==> src/rtl/qbc_pkg.sv <==
// ----------------------------------------------------------------------------
// qbc_pkg: shared types and constants for the quad bimedian center block
// Field widths, datapath widths, sequencer op codes, FSM states, MAC command.
// ----------------------------------------------------------------------------
package qbc_pkg;

    localparam int C_W       = 16;          // corner coordinate
    localparam int M_W       = C_W + 1;     // doubled midpoint
    localparam int DIF_W     = M_W + 1;     // midpoint difference
    localparam int D_W       = 38;          // determinant, room for abs
    localparam int PP_W      = 35;          // pre / post cross terms
    localparam int NUM_W     = 54;          // crossing numerators
    localparam int ACC_W     = 56;          // MAC accumulator
    localparam int A_W       = D_W;         // MAC parallel operand
    localparam int B_W       = DIF_W;       // MAC serial operand
    localparam int Q_W       = 24;          // Q16.8 quotient magnitude
    localparam int FRAC_SH   = 7;           // num*128/d
    localparam int R_W       = NUM_W + FRAC_SH;
    localparam int OUT_W     = 24;
    localparam int MAC_CNT_W = $clog2(B_W);
    localparam int DIV_CNT_W = $clog2(Q_W);

    typedef enum logic [4:0] {
        OP_DET0,
        OP_DET1,
        OP_PRE0,
        OP_PRE1,
        OP_POST0,
        OP_POST1,
        OP_NX0,
        OP_NX1,
        OP_NY0,
        OP_NY1,
        OP_SX1,
        OP_SX2,
        OP_SX3,
        OP_SX4,
        OP_SY1,
        OP_SY2,
        OP_SY3,
        OP_SY4
    } op_t;

    typedef enum logic [3:0] {
        ST_IDLE,
        ST_MAC_GO,
        ST_MAC_WAIT,
        ST_FIX,
        ST_DIVX_GO,
        ST_DIVX_WAIT,
        ST_DIVY_GO,
        ST_DIVY_WAIT
    } state_t;

    typedef struct packed {
        logic start;
        logic clear;
        logic sub;
    } mac_cmd_t;

endpackage

==> src/rtl/quad_bimedian_center_top.sv <==
// ----------------------------------------------------------------------------
// quad_bimedian_center_top: quadrilateral center from crossing bimedians
// Intersects the two bimedians of four corners, checks the crossing lies on
// both segments, and reports it in signed Q16.8 (or the stored center).
// ----------------------------------------------------------------------------
//
//  channel   dir   handshake              payload
//  -------   ---   ---------              -------
//  command   in    start & !busy          corner0_x .. corner3_y (s16 each)
//  result    out   done, one-cycle pulse  center_x, center_y (s24), found
//
//  An item's run time is set by the shared bit-serial MAC, which forms 18
//  products from an 18-bit serial operand one after another, and then by two
//  serial divisions of 24 quotient bits each; a zero determinant ends the
//  item after the two determinant products.
//  busy is high from accept until the cycle of the done pulse; start is
//  ignored while busy. done cannot be stalled: the receiver must take the
//  result in the strobe cycle; the block itself does not enforce this. Reset
//  clears control and the stored center to zero.
module quad_bimedian_center_top
    import qbc_pkg::*;
(
    input  logic                    clk,
    input  logic                    rst_n,
    input  logic                    start,
    output logic                    busy,
    input  logic signed [C_W-1:0]   corner0_x,
    input  logic signed [C_W-1:0]   corner0_y,
    input  logic signed [C_W-1:0]   corner1_x,
    input  logic signed [C_W-1:0]   corner1_y,
    input  logic signed [C_W-1:0]   corner2_x,
    input  logic signed [C_W-1:0]   corner2_y,
    input  logic signed [C_W-1:0]   corner3_x,
    input  logic signed [C_W-1:0]   corner3_y,
    output logic                    done,
    output logic signed [OUT_W-1:0] center_x,
    output logic signed [OUT_W-1:0] center_y,
    output logic                    found
);

    // control
    state_t state_reg, state_next;
    op_t    op_reg, op_next;
    logic   ok_reg, ok_next;
    logic   done_reg, done_next;
    logic   found_reg, found_next;

    // doubled midpoints: 1 = mid(c0,c1), 2 = mid(c3,c2), 3 = mid(c0,c3),
    // 4 = mid(c1,c2)
    logic signed [M_W-1:0] x1_reg, x1_next, y1_reg, y1_next;
    logic signed [M_W-1:0] x2_reg, x2_next, y2_reg, y2_next;
    logic signed [M_W-1:0] x3_reg, x3_next, y3_reg, y3_next;
    logic signed [M_W-1:0] x4_reg, x4_next, y4_reg, y4_next;
    logic signed [DIF_W-1:0] dxa, dya, dxb, dyb;

    // intermediate terms
    logic signed [D_W-1:0]   d_reg, d_next;
    logic signed [PP_W-1:0]  pre_reg, pre_next;
    logic signed [PP_W-1:0]  post_reg, post_next;
    logic signed [NUM_W-1:0] nx_reg, nx_next;
    logic signed [NUM_W-1:0] ny_reg, ny_next;
    logic signed [ACC_W-1:0] p_reg, p_next;
    logic signed [OUT_W-1:0] qx_reg, qx_next;

    // result and stored center
    logic signed [OUT_W-1:0] cx_reg, cx_next;
    logic signed [OUT_W-1:0] cy_reg, cy_next;
    logic signed [OUT_W-1:0] lx_reg, lx_next;
    logic signed [OUT_W-1:0] ly_reg, ly_next;

    // MAC
    mac_cmd_t                mac_cmd;
    logic signed [A_W-1:0]   mac_a;
    logic signed [B_W-1:0]   mac_b;
    logic signed [ACC_W-1:0] mac_acc;
    logic                    mac_done;
    logic                    op_clear;
    logic                    op_sub;

    // divider
    logic                    div_start;
    logic [R_W-1:0]          div_num;
    logic [Q_W-1:0]          div_quo;
    logic                    div_done;
    logic [NUM_W-1:0]        nx_mag, ny_mag;
    logic signed [OUT_W-1:0] q_signed;

    // on-segment test
    logic signed [ACC_W-1:0] num_ext;
    logic                    span_ok;

    assign dxa = DIF_W'(x1_reg) - DIF_W'(x2_reg);
    assign dya = DIF_W'(y1_reg) - DIF_W'(y2_reg);
    assign dxb = DIF_W'(x3_reg) - DIF_W'(x4_reg);
    assign dyb = DIF_W'(y3_reg) - DIF_W'(y4_reg);

    // operand select per sequencer op; odd cross-term ops subtract
    always_comb
    begin
        op_clear = 1'b1;
        op_sub   = 1'b0;
        mac_a    = d_reg;
        mac_b    = '0;
        unique case (op_reg)
            OP_DET0:
            begin
                mac_a = {{(A_W - DIF_W){dxa[DIF_W-1]}}, dxa};
                mac_b = dyb;
            end
            OP_DET1:
            begin
                mac_a    = {{(A_W - DIF_W){dya[DIF_W-1]}}, dya};
                mac_b    = dxb;
                op_clear = 1'b0;
                op_sub   = 1'b1;
            end
            OP_PRE0:
            begin
                mac_a = {{(A_W - M_W){x1_reg[M_W-1]}}, x1_reg};
                mac_b = {{(B_W - M_W){y2_reg[M_W-1]}}, y2_reg};
            end
            OP_PRE1:
            begin
                mac_a    = {{(A_W - M_W){y1_reg[M_W-1]}}, y1_reg};
                mac_b    = {{(B_W - M_W){x2_reg[M_W-1]}}, x2_reg};
                op_clear = 1'b0;
                op_sub   = 1'b1;
            end
            OP_POST0:
            begin
                mac_a = {{(A_W - M_W){x3_reg[M_W-1]}}, x3_reg};
                mac_b = {{(B_W - M_W){y4_reg[M_W-1]}}, y4_reg};
            end
            OP_POST1:
            begin
                mac_a    = {{(A_W - M_W){y3_reg[M_W-1]}}, y3_reg};
                mac_b    = {{(B_W - M_W){x4_reg[M_W-1]}}, x4_reg};
                op_clear = 1'b0;
                op_sub   = 1'b1;
            end
            OP_NX0:
            begin
                mac_a = {{(A_W - PP_W){pre_reg[PP_W-1]}}, pre_reg};
                mac_b = dxb;
            end
            OP_NX1:
            begin
                mac_a    = {{(A_W - PP_W){post_reg[PP_W-1]}}, post_reg};
                mac_b    = dxa;
                op_clear = 1'b0;
                op_sub   = 1'b1;
            end
            OP_NY0:
            begin
                mac_a = {{(A_W - PP_W){pre_reg[PP_W-1]}}, pre_reg};
                mac_b = dyb;
            end
            OP_NY1:
            begin
                mac_a    = {{(A_W - PP_W){post_reg[PP_W-1]}}, post_reg};
                mac_b    = dya;
                op_clear = 1'b0;
                op_sub   = 1'b1;
            end
            OP_SX1: mac_b = {{(B_W - M_W){x1_reg[M_W-1]}}, x1_reg};
            OP_SX2: mac_b = {{(B_W - M_W){x2_reg[M_W-1]}}, x2_reg};
            OP_SX3: mac_b = {{(B_W - M_W){x3_reg[M_W-1]}}, x3_reg};
            OP_SX4: mac_b = {{(B_W - M_W){x4_reg[M_W-1]}}, x4_reg};
            OP_SY1: mac_b = {{(B_W - M_W){y1_reg[M_W-1]}}, y1_reg};
            OP_SY2: mac_b = {{(B_W - M_W){y2_reg[M_W-1]}}, y2_reg};
            OP_SY3: mac_b = {{(B_W - M_W){y3_reg[M_W-1]}}, y3_reg};
            OP_SY4: mac_b = {{(B_W - M_W){y4_reg[M_W-1]}}, y4_reg};
            default: mac_b = '0;
        endcase
    end

    // d > 0 here, so min(a,b)*d = min(a*d, b*d): test num between the two
    always_comb
    begin
        if (op_reg == OP_SX2 || op_reg == OP_SX4)
        begin
            num_ext = {{(ACC_W - NUM_W){nx_reg[NUM_W-1]}}, nx_reg};
        end
        else
        begin
            num_ext = {{(ACC_W - NUM_W){ny_reg[NUM_W-1]}}, ny_reg};
        end
        span_ok = (num_ext >= p_reg && num_ext <= mac_acc) ||
                  (num_ext >= mac_acc && num_ext <= p_reg);
    end

    // divider works on magnitudes; sign restored on the quotient
    always_comb
    begin
        nx_mag = nx_reg[NUM_W-1] ? NUM_W'(-nx_reg) : NUM_W'(nx_reg);
        ny_mag = ny_reg[NUM_W-1] ? NUM_W'(-ny_reg) : NUM_W'(ny_reg);
        if (state_reg == ST_DIVX_GO)
        begin
            div_num = {nx_mag, {FRAC_SH{1'b0}}};
        end
        else
        begin
            div_num = {ny_mag, {FRAC_SH{1'b0}}};
        end
        if (state_reg == ST_DIVX_WAIT ? nx_reg[NUM_W-1] : ny_reg[NUM_W-1])
        begin
            q_signed = -$signed(div_quo);
        end
        else
        begin
            q_signed = $signed(div_quo);
        end
    end

    // sequencer
    always_comb
    begin
        state_next = state_reg;
        op_next    = op_reg;
        ok_next    = ok_reg;
        done_next  = 1'b0;
        found_next = found_reg;
        x1_next    = x1_reg;
        y1_next    = y1_reg;
        x2_next    = x2_reg;
        y2_next    = y2_reg;
        x3_next    = x3_reg;
        y3_next    = y3_reg;
        x4_next    = x4_reg;
        y4_next    = y4_reg;
        d_next     = d_reg;
        pre_next   = pre_reg;
        post_next  = post_reg;
        nx_next    = nx_reg;
        ny_next    = ny_reg;
        p_next     = p_reg;
        qx_next    = qx_reg;
        cx_next    = cx_reg;
        cy_next    = cy_reg;
        lx_next    = lx_reg;
        ly_next    = ly_reg;
        mac_cmd.start = 1'b0;
        mac_cmd.clear = op_clear;
        mac_cmd.sub   = op_sub;
        div_start  = 1'b0;

        unique case (state_reg)
            ST_IDLE:
            begin
                if (start)
                begin
                    x1_next    = M_W'(corner0_x) + M_W'(corner1_x);
                    y1_next    = M_W'(corner0_y) + M_W'(corner1_y);
                    x2_next    = M_W'(corner3_x) + M_W'(corner2_x);
                    y2_next    = M_W'(corner3_y) + M_W'(corner2_y);
                    x3_next    = M_W'(corner0_x) + M_W'(corner3_x);
                    y3_next    = M_W'(corner0_y) + M_W'(corner3_y);
                    x4_next    = M_W'(corner1_x) + M_W'(corner2_x);
                    y4_next    = M_W'(corner1_y) + M_W'(corner2_y);
                    op_next    = OP_DET0;
                    state_next = ST_MAC_GO;
                end
            end
            ST_MAC_GO:
            begin
                mac_cmd.start = 1'b1;
                state_next    = ST_MAC_WAIT;
            end
            ST_MAC_WAIT:
            begin
                if (mac_done)
                begin
                    op_next    = op_t'(op_reg + 5'd1);
                    state_next = ST_MAC_GO;
                    case (op_reg)
                        OP_DET1:
                        begin
                            d_next = mac_acc[D_W-1:0];
                            if (mac_acc == '0)
                            begin
                                // parallel or degenerate bimedians
                                cx_next    = lx_reg;
                                cy_next    = ly_reg;
                                found_next = 1'b0;
                                done_next  = 1'b1;
                                state_next = ST_IDLE;
                            end
                        end
                        OP_PRE1:  pre_next  = mac_acc[PP_W-1:0];
                        OP_POST1: post_next = mac_acc[PP_W-1:0];
                        OP_NX1:   nx_next   = mac_acc[NUM_W-1:0];
                        OP_NY1:
                        begin
                            ny_next    = mac_acc[NUM_W-1:0];
                            state_next = ST_FIX;
                        end
                        OP_SX1, OP_SX3, OP_SY1, OP_SY3: p_next = mac_acc;
                        OP_SX2, OP_SX4, OP_SY2: ok_next = ok_reg & span_ok;
                        OP_SY4:
                        begin
                            if (ok_reg && span_ok)
                            begin
                                state_next = ST_DIVX_GO;
                            end
                            else
                            begin
                                // crossing off a segment
                                cx_next    = lx_reg;
                                cy_next    = ly_reg;
                                found_next = 1'b0;
                                done_next  = 1'b1;
                                state_next = ST_IDLE;
                            end
                        end
                        default: ;
                    endcase
                end
            end
            ST_FIX:
            begin
                // make d positive, numerators follow
                if (d_reg[D_W-1])
                begin
                    d_next  = -d_reg;
                    nx_next = -nx_reg;
                    ny_next = -ny_reg;
                end
                ok_next    = 1'b1;
                op_next    = OP_SX1;
                state_next = ST_MAC_GO;
            end
            ST_DIVX_GO:
            begin
                div_start  = 1'b1;
                state_next = ST_DIVX_WAIT;
            end
            ST_DIVX_WAIT:
            begin
                if (div_done)
                begin
                    qx_next    = q_signed;
                    state_next = ST_DIVY_GO;
                end
            end
            ST_DIVY_GO:
            begin
                div_start  = 1'b1;
                state_next = ST_DIVY_WAIT;
            end
            ST_DIVY_WAIT:
            begin
                if (div_done)
                begin
                    cx_next    = qx_reg;
                    cy_next    = q_signed;
                    lx_next    = qx_reg;
                    ly_next    = q_signed;
                    found_next = 1'b1;
                    done_next  = 1'b1;
                    state_next = ST_IDLE;
                end
            end
            default: state_next = ST_IDLE;
        endcase
    end

    always_ff @(posedge clk or negedge rst_n)
    begin
        if (!rst_n)
        begin
            state_reg <= ST_IDLE;
            op_reg    <= OP_DET0;
            ok_reg    <= 1'b0;
            done_reg  <= 1'b0;
            lx_reg    <= '0;
            ly_reg    <= '0;
        end
        else
        begin
            state_reg <= state_next;
            op_reg    <= op_next;
            ok_reg    <= ok_next;
            done_reg  <= done_next;
            lx_reg    <= lx_next;
            ly_reg    <= ly_next;
        end
    end

    always_ff @(posedge clk)
    begin
        x1_reg    <= x1_next;
        y1_reg    <= y1_next;
        x2_reg    <= x2_next;
        y2_reg    <= y2_next;
        x3_reg    <= x3_next;
        y3_reg    <= y3_next;
        x4_reg    <= x4_next;
        y4_reg    <= y4_next;
        d_reg     <= d_next;
        pre_reg   <= pre_next;
        post_reg  <= post_next;
        nx_reg    <= nx_next;
        ny_reg    <= ny_next;
        p_reg     <= p_next;
        qx_reg    <= qx_next;
        cx_reg    <= cx_next;
        cy_reg    <= cy_next;
        found_reg <= found_next;
    end

    qbc_mac u_mac
    (
        .clk   (clk),
        .rst_n (rst_n),
        .cmd   (mac_cmd),
        .a     (mac_a),
        .b     (mac_b),
        .acc   (mac_acc),
        .done  (mac_done)
    );

    qbc_div u_div
    (
        .clk   (clk),
        .rst_n (rst_n),
        .start (div_start),
        .num   (div_num),
        .den   (d_reg),
        .quo   (div_quo),
        .done  (div_done)
    );

    assign busy     = (state_reg != ST_IDLE);
    assign done     = done_reg;
    assign center_x = cx_reg;
    assign center_y = cy_reg;
    assign found    = found_reg;

    // ------------------------------------------------------------------
    // assertions
    // ------------------------------------------------------------------

    // a result strobe is never followed by another one right away
    a_done_single: assert property (@(posedge clk) disable iff (!rst_n)
        done |=> !done)
        else $error("done strobe lasted more than one cycle");

    // a miss repeats the stored center
    a_miss_repeats: assert property (@(posedge clk) disable iff (!rst_n)
        (done && !found) |-> (center_x == lx_reg && center_y == ly_reg))
        else $error("miss result differs from stored center");

    // accepted item makes the block busy
    a_accept_busy: assert property (@(posedge clk) disable iff (!rst_n)
        (start && !busy) |=> busy)
        else $error("accepted item did not raise busy");

    // divider finishes only while the sequencer waits for it
    a_div_done_state: assert property (@(posedge clk) disable iff (!rst_n)
        div_done |-> (state_reg == ST_DIVX_WAIT || state_reg == ST_DIVY_WAIT))
        else $error("divider done outside a divide wait state");

endmodule

==> src/rtl/qbc_mac.sv <==
// ----------------------------------------------------------------------------
// qbc_mac: bit-serial signed multiply-accumulate
// acc (+/-)= a * b, one bit of b per cycle, two's complement sign bit last.
// ----------------------------------------------------------------------------
module qbc_mac
    import qbc_pkg::*;
(
    input  logic                    clk,
    input  logic                    rst_n,
    input  mac_cmd_t                cmd,
    input  logic signed [A_W-1:0]   a,
    input  logic signed [B_W-1:0]   b,
    output logic signed [ACC_W-1:0] acc,
    output logic                    done
);

    logic                    busy_reg;
    logic                    busy_next;
    logic                    done_reg;
    logic                    done_next;
    logic [MAC_CNT_W-1:0]    cnt_reg;
    logic [MAC_CNT_W-1:0]    cnt_next;
    logic                    sub_reg;
    logic [ACC_W-1:0]        a_sh_reg;
    logic [B_W-1:0]          b_sh_reg;
    logic signed [ACC_W-1:0] acc_reg;
    logic signed [ACC_W-1:0] acc_next;
    logic                    last;
    logic                    neg;
    logic [ACC_W-1:0]        addend;

    // sign bit of b carries negative weight
    always_comb
    begin
        last = (cnt_reg == MAC_CNT_W'(B_W - 1));
        neg  = sub_reg ^ last;
        if (!b_sh_reg[0])
        begin
            addend = '0;
        end
        else if (neg)
        begin
            addend = ~a_sh_reg + ACC_W'(1);
        end
        else
        begin
            addend = a_sh_reg;
        end
        acc_next  = acc_reg + $signed(addend);
        busy_next = busy_reg;
        done_next = 1'b0;
        cnt_next  = cnt_reg;
        if (cmd.start)
        begin
            busy_next = 1'b1;
            cnt_next  = '0;
        end
        else if (busy_reg)
        begin
            cnt_next = cnt_reg + MAC_CNT_W'(1);
            if (last)
            begin
                busy_next = 1'b0;
                done_next = 1'b1;
            end
        end
    end

    always_ff @(posedge clk or negedge rst_n)
    begin
        if (!rst_n)
        begin
            busy_reg <= 1'b0;
            done_reg <= 1'b0;
            cnt_reg  <= '0;
        end
        else
        begin
            busy_reg <= busy_next;
            done_reg <= done_next;
            cnt_reg  <= cnt_next;
        end
    end

    always_ff @(posedge clk)
    begin
        if (cmd.start)
        begin
            a_sh_reg <= {{(ACC_W - A_W){a[A_W-1]}}, a};
            b_sh_reg <= b;
            sub_reg  <= cmd.sub;
            if (cmd.clear)
            begin
                acc_reg <= '0;
            end
        end
        else if (busy_reg)
        begin
            acc_reg  <= acc_next;
            a_sh_reg <= {a_sh_reg[ACC_W-2:0], 1'b0};
            b_sh_reg <= {1'b0, b_sh_reg[B_W-1:1]};
        end
    end

    assign acc  = acc_reg;
    assign done = done_reg;

endmodule

==> src/rtl/qbc_div.sv <==
// ----------------------------------------------------------------------------
// qbc_div: restoring divider, one quotient bit per cycle
// Unsigned num / den with the quotient known to fit Q_W bits.
// ----------------------------------------------------------------------------
module qbc_div
    import qbc_pkg::*;
(
    input  logic             clk,
    input  logic             rst_n,
    input  logic             start,
    input  logic [R_W-1:0]   num,
    input  logic [D_W-1:0]   den,
    output logic [Q_W-1:0]   quo,
    output logic             done
);

    logic                 busy_reg;
    logic                 busy_next;
    logic                 done_reg;
    logic                 done_next;
    logic [DIV_CNT_W-1:0] cnt_reg;
    logic [DIV_CNT_W-1:0] cnt_next;
    logic [R_W-1:0]       rem_reg;
    logic [R_W-1:0]       dsh_reg;
    logic [Q_W-1:0]       q_reg;
    logic                 ge;

    always_comb
    begin
        ge        = (rem_reg >= dsh_reg);
        busy_next = busy_reg;
        done_next = 1'b0;
        cnt_next  = cnt_reg;
        if (start)
        begin
            busy_next = 1'b1;
            cnt_next  = '0;
        end
        else if (busy_reg)
        begin
            cnt_next = cnt_reg + DIV_CNT_W'(1);
            if (cnt_reg == DIV_CNT_W'(Q_W - 1))
            begin
                busy_next = 1'b0;
                done_next = 1'b1;
            end
        end
    end

    always_ff @(posedge clk or negedge rst_n)
    begin
        if (!rst_n)
        begin
            busy_reg <= 1'b0;
            done_reg <= 1'b0;
            cnt_reg  <= '0;
        end
        else
        begin
            busy_reg <= busy_next;
            done_reg <= done_next;
            cnt_reg  <= cnt_next;
        end
    end

    // divisor starts aligned to the top quotient bit
    always_ff @(posedge clk)
    begin
        if (start)
        begin
            rem_reg <= num;
            dsh_reg <= R_W'({den, {(Q_W - 1){1'b0}}});
            q_reg   <= '0;
        end
        else if (busy_reg)
        begin
            if (ge)
            begin
                rem_reg <= rem_reg - dsh_reg;
            end
            dsh_reg <= {1'b0, dsh_reg[R_W-1:1]};
            q_reg   <= {q_reg[Q_W-2:0], ge};
        end
    end

    assign quo  = q_reg;
    assign done = done_reg;

endmodule
==> config.mk <==
export PLATFORM = sky130hd
export DESIGN_NAME = quad_bimedian_center_top
export DESIGN_NICKNAME = d
export VERILOG_FILES = /design/src/rtl/qbc_pkg.sv /design/src/rtl/quad_bimedian_center_top.sv /design/src/rtl/qbc_mac.sv /design/src/rtl/qbc_div.sv
export SDC_FILE = /design/constraint.sdc
export NUM_CORES = 2
export LEC_CHECK = 0
export ABC_AREA = 1
export BUFFER_PORTS_ARGS = -buffer_cell sky130_fd_sc_hd__buf_4
export CORE_MARGIN = 2
export CORE_UTILIZATION = 55
export DETAILED_ROUTE_END_ITERATION = 7
export GPL_TIMING_DRIVEN = 0
export HOLD_SLACK_MARGIN = 0.1
export PLACE_DENSITY = 0.69
export SETUP_SLACK_MARGIN = 0.5
export SLEW_MARGIN = 20
export SYNTH_ARGS = -nofsm -noshare
export SYNTH_HDL_FRONTEND = slang
export SYNTH_SLANG_ARGS = --single-unit
==> constraint.sdc <==
create_clock -name clk -period 23.3 [get_ports clk]
set_input_delay 2.33 -clock clk [delete_from_list [all_inputs] [get_ports clk]]
set_output_delay 2.33 -clock clk [all_outputs]
set_load 0.01 [all_outputs]
==> impl_metrics.toml <==
[run_status]
status = "complete, no violations"

[hold_path]
hold_class = "reg2reg"
hold_depth = 2
hp-start = "lx_reg[18]"
min_to = "lx_reg[18]"

[synth]
post-synth-top-area-fraction_pct = 35.46
synth_common_cells = "nand2_1, inv_1, edfxtp_1, o21ai_0, nor2_1"
synthCells = 7715
synthTopCellsByArea = "edfxtp_1, nand2_1, ha_1"
syn-num-nets = 8299
syn_area_mm2 = 0.06021
synth-edff-count = 711
ys_seq_elements = 830
ys_types = 71
ys.flop_type = "edfxtp_1"
synth.most_common_cell = "nand2_1"
seq_area_frac_synth_pct = 40.01
yosys.area.top_type = "edfxtp_1"
async_flop_share_pct = 8.675
yosysWarnings = 0
syn_avg_cell_area_um2 = 7.804

[setup_path]
cp-end-kind = "register"
worstReg2RegEnd = "center_y[17]"
r2r-start = "op_reg[1]"
path_class = "reg2reg"
required_ns = 23.56
path_max_fanout = 49
crit_path_frequent_cell = "nand2_1"
r2r_slack_ns = 15.73
slowest_stage = "clkbuf_1"
reg2reg_depth = 24
crit_chain = "inv_1 -> ha_1 -> nand2_1 -> nor2_1 -> inv_1 -> nand2_1 -> inv_1 -> nor2_1 -> clkbuf_1 -> o21ai_1 -> ha_1 -> nand2_1 -> nor2_1 -> nand4_1 -> nor2_1 -> nand2_1 -> a21oi_1 -> nor2_1 -> inv_1 -> nand2_1 -> nand3_1 -> nand2_1 -> nand3_1 -> nand3_4"
crit_arrival_ns = 7.84
start_kind = "register"
crit_path_max_incr_delay_ns = 0.77

[job]
drv_cap = 0

[drt]
avgViaCountPerCell = 6.111
wl_per_cell_um = 24.40
drc = 0
drt-total-wl_um = 231800
first_iter_violations = 7782
dr.pass1.iters = 8
vias = 58060
drtAntennaViolNets = 0

[timing]
clock_skew_ns = 0.06542
period_share_pct = 32.50
worst_slew_pin_slew_ns = 1.249
finalSetupTns_ns = 0
period_needed_ns = 7.574
slew_violations = 0
rsz0062_at_grt = "no"
setup_viol = 0
hold_viol = 0
fmax_ghz = 0.1320
slew_headroom_pct = 16.40

[clocking]
cts_buffers = 92
cts_buffer_depth = 3
cts_hold_buf = 0
cts_num_sinks = 830
clk_latency_ns = 0.74
root_buffer = "clkbuf_16"
cts_tree = "yes"
path_clk_slew_ns = 0.06
cts-htree-levels = 3
cts_resized = 0
post_cts_buffers = 0

[grt]
track_usage_pct = 40.53
grt-busiest-layer = "met2"
grt_pass1_wl_um = 338800
antenna_found_initial = 6
grt_start_max_net_pins = 73
grt_pass1_vias = 54190
overflow = 0
grt_use_met2_pct = 62.67
met1_usage_pct = 55.82
grtUsageMet3_pct = 8.495

[die]
coreArea_mm2 = 0.1087
die_x_um = 334.9
start_util_pct = 55.39
row_count = 121
die_h_um = 334.9
die-area_mm2 = 0.1121
ioPinCount = 182

[power_and_ir_drop]
p_int_mw = 3.785
p_comb_share_pct = 42.7
power_frac_clock_pct = 23.0
swShare_pct = 44.95
netSwitchingPower_mw = 3.090
ir_drop_v = 0.00007539
p_seq_share_pct = 34.3
powerDensity_mw_per_mm2 = 102.4
power_leakage_nw = 29.79

[placement]
dpl.hpwl_um = 188800
port_buffers = 181
postPlaceCellArea_mm2 = 0.06383
place_congestion = 1.081

[cells_and_area]
area_growth_syn_to_layout_pct = 11.46
fin_nets = 8591
layout-drive-gt1-share_pct = 6.135
final_area_mm2 = 0.06711
## per-layer routing
metal	part of all wire [%]	routed length [µm]
met4	4.6	10630
met2	44	100900
met3	11	25840
met1	41	94390
met5	0.035	80
## through the flow
| step | setup WS, ns | total power [mW] | hold slack (ns) | util (%) | std cells |
|---|---|---|---|---|---|
| 6_report | 15.73 | 6.875 | 0.4889 | 61.74 | 9501 |
| 5_1_grt | 15.51 | 7.185 | 0.5016 | 61.73 | 9499 |
| 3_3_place_gp | 10.81 | 5.100 | 0.4536 | 58.27 | 9310 |
| 3_5_place_dp | 15.64 | 5.161 | 0.4731 | 58.72 | 9327 |
| 4_1_cts | 15.59 | 6.735 | 0.4895 | 61.73 | 9499 |
| 2_1_floorplan | 14.70 | 4.057 | 0.4305 | - | 7715 |
## layout make-up
| type | count | area, µm² |
|---|---|---|
| clock buffer | 101 | 2336 |
| tap | 1414 | 1769 |
| inverter | 1111 | 4175 |
| timing repair buffer | 198 | 1758 |
| fill | 9627 | 41590 |
| buffer | 183 | 769.5 |
| multi-input combinational | 5591 | 31270 |
| sequential | 830 | 24090 |
| clock inverter | 71 | 933.4 |
| antenna | 2 | 5.005 |
## worst max-delay path, delay by kind of cell (launching register included)
kind / cells / cell delay [ns]
adders and majority gates: 2 / 0.70
and+or+nand+nor: 15 / 3.98
DFF: 1 / 0.42
buffers and inverters: 5 / 1.19
AOI/OAI and AO/OA: 2 / 0.70
## layout by cell type, fill, tap and decap left out, types with 18 or more instances in the layout
cell       count
nor2_1       623
xnor2_1       39
dfrtp_1       72
or2_2         21
ha_1         439
buf_4        188
clkbuf_16     92
o21a_1        24
o211ai_1      34
nor3_1       158
a21o_1        51
nor4_1        53
o21bai_1      32
o31ai_1       19
nand3_1      308
nand4_1      104
dfxtp_1       47
a221oi_1      25
inv_2         18
xor2_1       247
a22o_1        20
clkbuf_1     139
o22ai_1      135
buf_2         29
nand2_1     1746
clkinv_1      20
edfxtp_1     711
a31oi_1       55
o21ai_0      670
a21oi_1      585
inv_1       1087
## logic make-up (layout without fill, tap and decap cells)
logic type               after synthesis  count (layout)  synth area share, %
XOR/XNOR                             287             287                4.187
other                                  0               2                    0
AND/OR/NAND/NOR                     3111            3111                21.80
adder cells (fa/ha/maj)              453             453                9.588
buffers and inverters               1294            1664                8.202
AO/OA/AOI/OAI                       1740            1740                16.20
flip-flops                           830             830                40.01
## power groups by stage
stage / clock network [mW] / logic [mW] / registers, mW
finish: 1.58 / 2.94 / 2.36
floorplan: 0 / 1.84 / 2.22
CTS: 1.58 / 2.82 / 2.33
global placement: 0 / 2.73 / 2.37
global route: 1.64 / 3.18 / 2.37
detailed placement: 0 / 2.80 / 2.36
## how the worst max path moves through the flow
stage,cells past startpoint,endpoint,slack [ns],startpoint
final,24,center_y[17],15.73,op_reg[1]
after global routing,25,center_x[11],15.51,op_reg[1]
after CTS,24,center_x[9],15.59,op_reg[1]
after detailed placement,24,center_x[17],15.64,op_reg[1]
after global placement,7,u_mac.acc[50],10.81,state_reg[1]
after floorplan,2,x1_reg[0],14.70,start
Power figures use the tool's default switching activity.
